File: src/hw/rtl/lpd_pkg.sv
// Shared types and constants for the length-prefix deframer.
// Holds the input and result word layouts and the result kind codes.
// No dependencies.
package lpd_pkg;

	localparam int unsigned CAP_W = 24;
	localparam int unsigned LEN_W = 32;

	localparam logic [CAP_W-1:0] CAP_RESET = 24'd1024;

	localparam logic [1:0] KIND_PAYLOAD = 2'd0;
	localparam logic [1:0] KIND_EMPTY   = 2'd1;
	localparam logic [1:0] KIND_ERROR   = 2'd2;

	typedef struct packed {
		logic [7:0]  data_byte;
		logic        chunk_end;
		logic [15:0] client_id;
		logic [15:0] instance_id;
	} in_item_t;

	typedef struct packed {
		logic [1:0]       kind;
		logic [7:0]       payload_byte;
		logic             last_of_message;
		logic [LEN_W-1:0] message_length;
		logic [15:0]      tag_client;
		logic [15:0]      tag_instance;
	} out_item_t;

endpackage

File: src/hw/rtl/lpd_skid.sv
// Two-entry result buffer: output register plus one skid word.
// Depends on lpd_pkg for the result word layout.
module lpd_skid (
	input  logic              clk,
	input  logic              arst_n,
	input  logic              push,
	input  lpd_pkg::out_item_t push_data,
	output logic              room,
	output logic              out_valid,
	input  logic              out_ready,
	output lpd_pkg::out_item_t out_data
);

	logic               out_vld_q;
	logic               skid_vld_q;
	lpd_pkg::out_item_t out_q;
	lpd_pkg::out_item_t skid_q;

	assign room      = !skid_vld_q;
	assign out_valid = out_vld_q;
	assign out_data  = out_q;

	always_ff @(posedge clk or negedge arst_n) begin
		if (!arst_n) begin
			out_vld_q  <= 1'b0;
			skid_vld_q <= 1'b0;
		end else if (!out_vld_q || out_ready) begin
			if (skid_vld_q) begin
				out_vld_q  <= 1'b1;
				skid_vld_q <= 1'b0;
			end else begin
				out_vld_q <= push;
			end
		end else if (push) begin
			skid_vld_q <= 1'b1;
		end
	end

	always_ff @(posedge clk) begin
		if (!out_vld_q || out_ready) begin
			out_q <= skid_vld_q ? skid_q : push_data;
		end else if (push) begin
			skid_q <= push_data;
		end
	end

	a_skid_behind_out: assert property (@(posedge clk) disable iff (!arst_n)
		skid_vld_q |-> out_vld_q) else $error("skid word without output word");
	a_no_push_when_full: assert property (@(posedge clk) disable iff (!arst_n)
		push |-> !skid_vld_q) else $error("push into full buffer");
	a_skid_drains: assert property (@(posedge clk) disable iff (!arst_n)
		skid_vld_q && out_ready |=> out_vld_q && !skid_vld_q)
		else $error("skid word not moved to output");

endmodule

File: src/hw/rtl/length_prefix_deframer.sv
// Length-prefix deframer top level.
// Depends on lpd_pkg and lpd_skid.
//
// Usage: stream bytes enter on in_valid/in_ready/in_data, one word per byte.
// The first PREFIX_BYTES bytes of each message form a little-endian length;
// the payload bytes that follow leave on out_valid/out_ready/out_data, each
// tagged with the ids of its input word and marked on the last byte.
// A zero-length message that fits gives one empty result; a message whose
// length plus prefix exceeds buffer_capacity gives one error result and
// its payload bytes are dropped. Dropped bytes and all prefix bytes but the
// last give no result. cfg_valid/cfg_ready/cfg_data write buffer_capacity;
// cfg_ready is always high. Write it only while no message is in flight.
// Throughput: one byte per cycle while in_ready is high; the framing counter
// and the capacity compare are both combinational between accept and the
// result register that drives out_valid.
// Stall: results sit in an output register backed by one skid word; in_ready
// drops only while both hold a result. Reset clears framing state, empties
// the result buffer and sets buffer_capacity to 1024.
module length_prefix_deframer #(
	parameter int unsigned PREFIX_BYTES = 4
) (
	input  logic                       clk,
	input  logic                       arst_n,
	input  logic                       in_valid,
	output logic                       in_ready,
	input  lpd_pkg::in_item_t          in_data,
	output logic                       out_valid,
	input  logic                       out_ready,
	output lpd_pkg::out_item_t         out_data,
	input  logic                       cfg_valid,
	output logic                       cfg_ready,
	input  logic [lpd_pkg::CAP_W-1:0]  cfg_data
);

	localparam int unsigned HCW = (PREFIX_BYTES > 1) ? $clog2(PREFIX_BYTES) : 1;
	localparam logic [2:0] HC_LAST = 3'(PREFIX_BYTES - 1);

	typedef enum logic [1:0] {
		PH_HEADER  = 2'd0,
		PH_PAYLOAD = 2'd1,
		PH_SKIP    = 2'd2
	} phase_t;

	phase_t                          phase_q;
	logic [HCW-1:0]                  hdr_cnt_q;
	logic [lpd_pkg::LEN_W-1:0]       len_q;
	logic [lpd_pkg::LEN_W-1:0]       left_q;
	logic [lpd_pkg::CAP_W-1:0]       cap_q;

	logic                            accept;
	logic                            room;
	logic [2:0]                      hc;
	logic [lpd_pkg::LEN_W-1:0]       len_base;
	logic [lpd_pkg::LEN_W-1:0]       len_next;
	logic [lpd_pkg::LEN_W:0]         total;
	logic                            hdr_done;
	logic                            oversize;
	logic                            left_last;
	logic                            push;
	lpd_pkg::out_item_t              res;

	assign cfg_ready = 1'b1;
	assign in_ready  = room;
	assign accept    = in_valid && room;

	assign hc        = 3'(hdr_cnt_q);
	assign left_last = (left_q <= 32'd1);
	assign len_base  = (hc == 3'd0) ? '0 : len_q;

	always_comb begin
		len_next = len_base;
		if (hc < 3'd4) begin
			if (len_base != '1 || hc == 3'd0) begin
				len_next = len_base | ({24'd0, in_data.data_byte} << {hc[1:0], 3'b000});
			end
		end else if (in_data.data_byte != 8'd0) begin
			len_next = '1;
		end
	end

	assign hdr_done = (hc == HC_LAST);
	assign total    = {1'b0, len_next} + 33'(PREFIX_BYTES);
	assign oversize = total > {9'd0, cap_q};

	always_comb begin
		res.kind            = lpd_pkg::KIND_PAYLOAD;
		res.payload_byte    = 8'd0;
		res.last_of_message = 1'b1;
		res.message_length  = len_q;
		res.tag_client      = in_data.client_id;
		res.tag_instance    = in_data.instance_id;
		push                = 1'b0;
		case (phase_q)
			PH_PAYLOAD: begin
				res.payload_byte    = in_data.data_byte;
				res.last_of_message = left_last;
				push                = accept;
			end
			PH_SKIP: begin
				push = 1'b0;
			end
			default: begin
				res.message_length = len_next;
				if (oversize) begin
					res.kind = lpd_pkg::KIND_ERROR;
				end else begin
					res.kind = lpd_pkg::KIND_EMPTY;
				end
				push = accept && hdr_done && (oversize || len_next == '0);
			end
		endcase
	end

	always_ff @(posedge clk or negedge arst_n) begin
		if (!arst_n) begin
			cap_q <= lpd_pkg::CAP_RESET;
		end else if (cfg_valid) begin
			cap_q <= cfg_data;
		end
	end

	always_ff @(posedge clk or negedge arst_n) begin
		if (!arst_n) begin
			phase_q   <= PH_HEADER;
			hdr_cnt_q <= '0;
			len_q     <= '0;
			left_q    <= '0;
		end else if (accept) begin
			case (phase_q)
				PH_PAYLOAD, PH_SKIP: begin
					if (left_last) begin
						left_q  <= '0;
						phase_q <= PH_HEADER;
					end else begin
						left_q <= left_q - 32'd1;
					end
				end
				default: begin
					len_q <= len_next;
					if (!hdr_done) begin
						hdr_cnt_q <= hdr_cnt_q + 1'b1;
						phase_q   <= PH_HEADER;
					end else begin
						hdr_cnt_q <= '0;
						if (oversize) begin
							left_q  <= len_next;
							phase_q <= (len_next == '0) ? PH_HEADER : PH_SKIP;
						end else if (len_next == '0) begin
							phase_q <= PH_HEADER;
						end else begin
							left_q  <= len_next;
							phase_q <= PH_PAYLOAD;
						end
					end
				end
			endcase
		end
	end

	lpd_skid u_skid (
		.clk       (clk),
		.arst_n    (arst_n),
		.push      (push),
		.push_data (res),
		.room      (room),
		.out_valid (out_valid),
		.out_ready (out_ready),
		.out_data  (out_data)
	);

	a_count_in_range: assert property (@(posedge clk) disable iff (!arst_n)
		3'(hdr_cnt_q) <= HC_LAST) else $error("prefix count out of range");
	a_body_has_bytes: assert property (@(posedge clk) disable iff (!arst_n)
		(phase_q == PH_PAYLOAD || phase_q == PH_SKIP) |-> left_q != '0)
		else $error("payload phase with nothing left");
	a_payload_gives_result: assert property (@(posedge clk) disable iff (!arst_n)
		accept && phase_q == PH_PAYLOAD |=> out_valid)
		else $error("payload byte produced no result");
	a_header_mid_count: assert property (@(posedge clk) disable iff (!arst_n)
		hdr_cnt_q != '0 |-> phase_q == PH_HEADER)
		else $error("prefix count outside header phase");

endmodule

File: config.mk
export PLATFORM = sky130hd
export DESIGN_NAME = length_prefix_deframer
export DESIGN_NICKNAME = d
export VERILOG_FILES = /design/src/hw/rtl/lpd_pkg.sv /design/src/hw/rtl/lpd_skid.sv /design/src/hw/rtl/length_prefix_deframer.sv
export SDC_FILE = /design/constraint.sdc
export NUM_CORES = 1
export LEC_CHECK = 0
export BUFFER_PORTS_ARGS = -buffer_cell sky130_fd_sc_hd__buf_2
export CORE_MARGIN = 2
export CORE_UTILIZATION = 55
export CTS_CLUSTER_DIAMETER = 30
export CTS_CLUSTER_SIZE = 16
export DETAILED_ROUTE_END_ITERATION = 10
export PLACE_DENSITY = 0.76
export SETUP_SLACK_MARGIN = 0.15
export SLEW_MARGIN = 20
export SYNTH_ARGS = -nofsm -noshare
export SYNTH_HDL_FRONTEND = slang
export SYNTH_SLANG_ARGS = --single-unit
File: constraint.sdc
create_clock -name clk -period 14 [get_ports clk]
set_input_delay 2.1 -clock clk [delete_from_list [all_inputs] [get_ports clk]]
set_output_delay 2.1 -clock clk [all_outputs]
set_load 0.1 [all_outputs]
==> summary.txt <==
Critical path
  – R2R setup slack: 5.94 ns
  – Most frequent cell on the critical path: ha_1
  – Crit path max-delay family: simple AND/OR/NAND/NOR gates
  – CP arrival: slightly above 8 ns
  – Crit path max-delay cell type: nor4_1
  – Startpoint Class: flop
  – Setup crit end kind: flop
  – Max stage delay on crit path: 1.02 ns
  – Worst EP required: 14.15 ns
  – WP buf/inv: 3
  – WS Path Type: flop to flop
  – CP Cell Sequence: inv_1 > ha_1 > nand2b_1 > nor4_1 > nand3_2 > and2_1 > a22oi_1 > inv_1 > ha_1 > nand2b_1 > nor4b_4 > nand4_1 > nor3_1 > xnor2_1 > ha_1 > nand4_1 > nand2_1 > a21o_1 > a211oi_1 > nor4_1 > a211o_1 > o41ai_1 > a211oi_4 > buf_4
  – Max Fanout on Critical Path: 75

STA
  – Relative slew margins: between 10% and 20%
  – Final Skew: about 0.037 ns
  – Tmin final: a little over 8 ns
  – FMAX: 0.124 GHz
  – Setup_tns: 0 ns
  – Final hold violations: 0
  – Slew Viols, Final: 0
  – Final period utilization: approximately 58%
  – Unrepaired setup endpoints after global routing: no
  – Final WS setup: between 5 and 6 ns
  – Worst slew pin tran: ~1.2 ns
  – Final setup viols: 0

Power
  – PwrDens: around 260 nW/µm²
  – LEAKAGE: ~6.2 nW
  – VDD IR-drop max: 142 µV
  – Final total power: approximately 0.004 W

Placed design
  – Final HPWL DP: between 20000 and 25000 µm
  – Pre-CTS setup slack: 6.44 ns
  – IO buf count: around 150
  – GP Congestion: a little over 0.9
  – Cells after DPL: around 1500

Route
  – Vias per cell: 6.16
  – Number of routed nets with antenna violations: 0
  – Initial DRC Count: approximately 1000
  – 1st-pass router iterations: 6
  – Detailed Route WL: around 31000 µm
  – DRC Markers: 0
  – DR WL/cell: approximately 20 µm
  – DR vias: ~9700

Global route
  – GRT Util Overall: roughly a quarter
  – Total gr overflow: 0
  – First-pass GRT wire length: between 40000 and 50000 µm
  – Initial antenna violation count: 0
  – Vias in the first global route: 9372
  – Largest net degree at the start of global routing: slightly below 80

Final layout
  – Ant diodes: 0
  – # nets final: around 1400
  – Final core utilization: 67.9%
  – Layout area overhead: 20.8%
  – Share of layout cells above drive strength 1: around a quarter
  – Post-Layout Cell Count: roughly 1600

Floorplan
  – Die Ht: 154 µm
  – Initial core utilization: 56.2%
  – Die X: approximately 150 µm
  – Die Footprint: between 20000 and 25000 µm²
  – # IOs: about 150
  – Row cnt: 54
  – Placeable Area: 22000 µm²

CTS
  – Cts hold-fix bufs: 0
  – CTS root buffer: clkbuf_16
  – # resized after CTS: 0
  – CTS clk-pin slew, worst paths: ~0.050 ns
  – H-tree Lvls: 2
  – Max Buffers Root-to-Sink: 3
  – Post-CTS Setup Inserts: 0
  – Sink Count: about 240
  – Worst skew pair latency: around 0.56 ns
  – TritonCTS buffer count: 47
  – CTS tree: yes

Logic synthesis
  – Netlist Area Pre-Place: 12300 µm²
  – Most frequent cell after synthesis: edfxtp_1
  – Syn_nets: ~1200
  – Ys async rst share: 38.5%
  – Most frequent cells after synthesis: edfxtp_1, o21ai_0, dfrtp_1
  – Unique masters post-synth: slightly below 70
  – Post-Syn Instances: 1108
  – Synth area leader: edfxtp_1
  – Main synth FF type: edfxtp_1
  – EDFF count, synth: 150
  – Synth area leaders: edfxtp_1, dfrtp_1, mux2_2, o21ai_0, ha_1
  – Synth Warn #: 0
  – Sequential area share after synthesis: between 50 and 60%
  – Synth top area share: a little over a third
  – Syn avg cell area: approximately 11 µm²
  – Flops & latches, synth: around 240

Flow run
  – # Max-Cap Violations: 0

Outcome
  – Outcome: completed

Min path
  – Worst Hold Class: flop to flop
[power by group]
| part | internal, W | switching [W] | leakage, nW |
|---|---|---|---|
| clock network | 0.000707 | 0.000400 | 0.760 |
| logic | 0.000452 | 0.00121 | 2.79 |
| registers | 0.000989 | 0.000123 | 2.64 |
| total | 0.00215 | 0.00174 | 6.18 |
[worst min-delay path, cell delays in order, from the launching register on]
cell and delay, ns:
edfxtp_1 0.32, nand2_1 0.06, o21ai_2 0.05
[through the flow]
step | hold WS (ns) | instance area [µm²]
after floorplan | 0.474 | 12300
after global placement | 0.500 | 13300
after detailed placement | 0.518 | 13300
after CTS | 0.531 | 14900
after global routing | 0.549 | 14900
final | 0.533 | 14900
[sequential cells by signal, indices dropped and copies added (netlist names)]
signal / cells
u_skid.skid_q: 75
hdr_cnt_q: 2
len_q: 32
left_q: 32
u_skid.out_valid: 1
u_skid.skid_vld_q: 1
phase_q: 2
cap_q: 24
u_skid.out_data: 75
[final cells by class]
type | count | area [µm²]
clock inverters | 27 | 345
well taps | 280 | 350
multi-input cells | 759 | 5080
inverters | 46 | 173
clock buffers | 61 | 1260
flip-flops and latches | 244 | 6860
fillers | 1593 | 7040
repair buffers | 161 | 848
[cells in the final DEF (no fill, tap or decap), drive strengths merged, types with 6 or more instances in the layout]
master,count
a2bb2oi,6
nand2b,11
o21ai,97
inv,52
nor2,82
dfrtp,93
a32oi,22
xor2,10
nand4,25
a21o,25
buf,161
clkbuf,61
a22oi,7
nand2,85
or3,13
clkinv,12
edfxtp,150
mux2,77
ha,31
a31oi,6
nor4,13
clkinvlp,6
xnor2,12
and2,13
a21oi,62
nand3,36
nor3,24
o22ai,11
o211ai,28
nor2b,12
[path summary, 6_finish.rpt]
check / startpoint / endpoint / cells after the start
min reg2reg: u_skid.skid_q[73]$_DFFE_PP_ / u_skid.out_data[73]$_DFFE_PN_ / 2
max: hdr_cnt_q[0]$_DFFE_PN0P_ / u_skid.skid_q[44]$_DFFE_PP_ / 24
min: u_skid.skid_q[73]$_DFFE_PP_ / u_skid.out_data[73]$_DFFE_PN_ / 2
min in group asynchronous: arst_n / left_q[17]$_DFFE_PN0P_ / 1
max reg2reg: hdr_cnt_q[0]$_DFFE_PN0P_ / u_skid.skid_q[44]$_DFFE_PP_ / 24
max in group asynchronous: arst_n / len_q[30]$_DFFE_PN0P_ / 2
[cell families after synthesis]
| logic type | after synthesis | share of synthesized area, % |
|---|---|---|
| AOI/OAI and AO/OA | 297 | 15.6 |
| xor gates and xnor gates | 22 | 1.56 |
| adders and majority gates | 31 | 3.14 |
| buffers and inverters | 105 | 3.53 |
| DFF | 244 | 55.5 |
| muxes | 79 | 7.18 |
| other | 1 | 0.0304 |
| and+or+nand+nor | 329 | 13.4 |
[metal layers]
metal / GRT usage (%) / wire (µm)
met5: 0 / 0
met4: 11.6 / 1220
met3: 6.29 / 2390
met2: 41.0 / 14600
met1: 34.6 / 13000
Power figures use the tool's default switching activity.
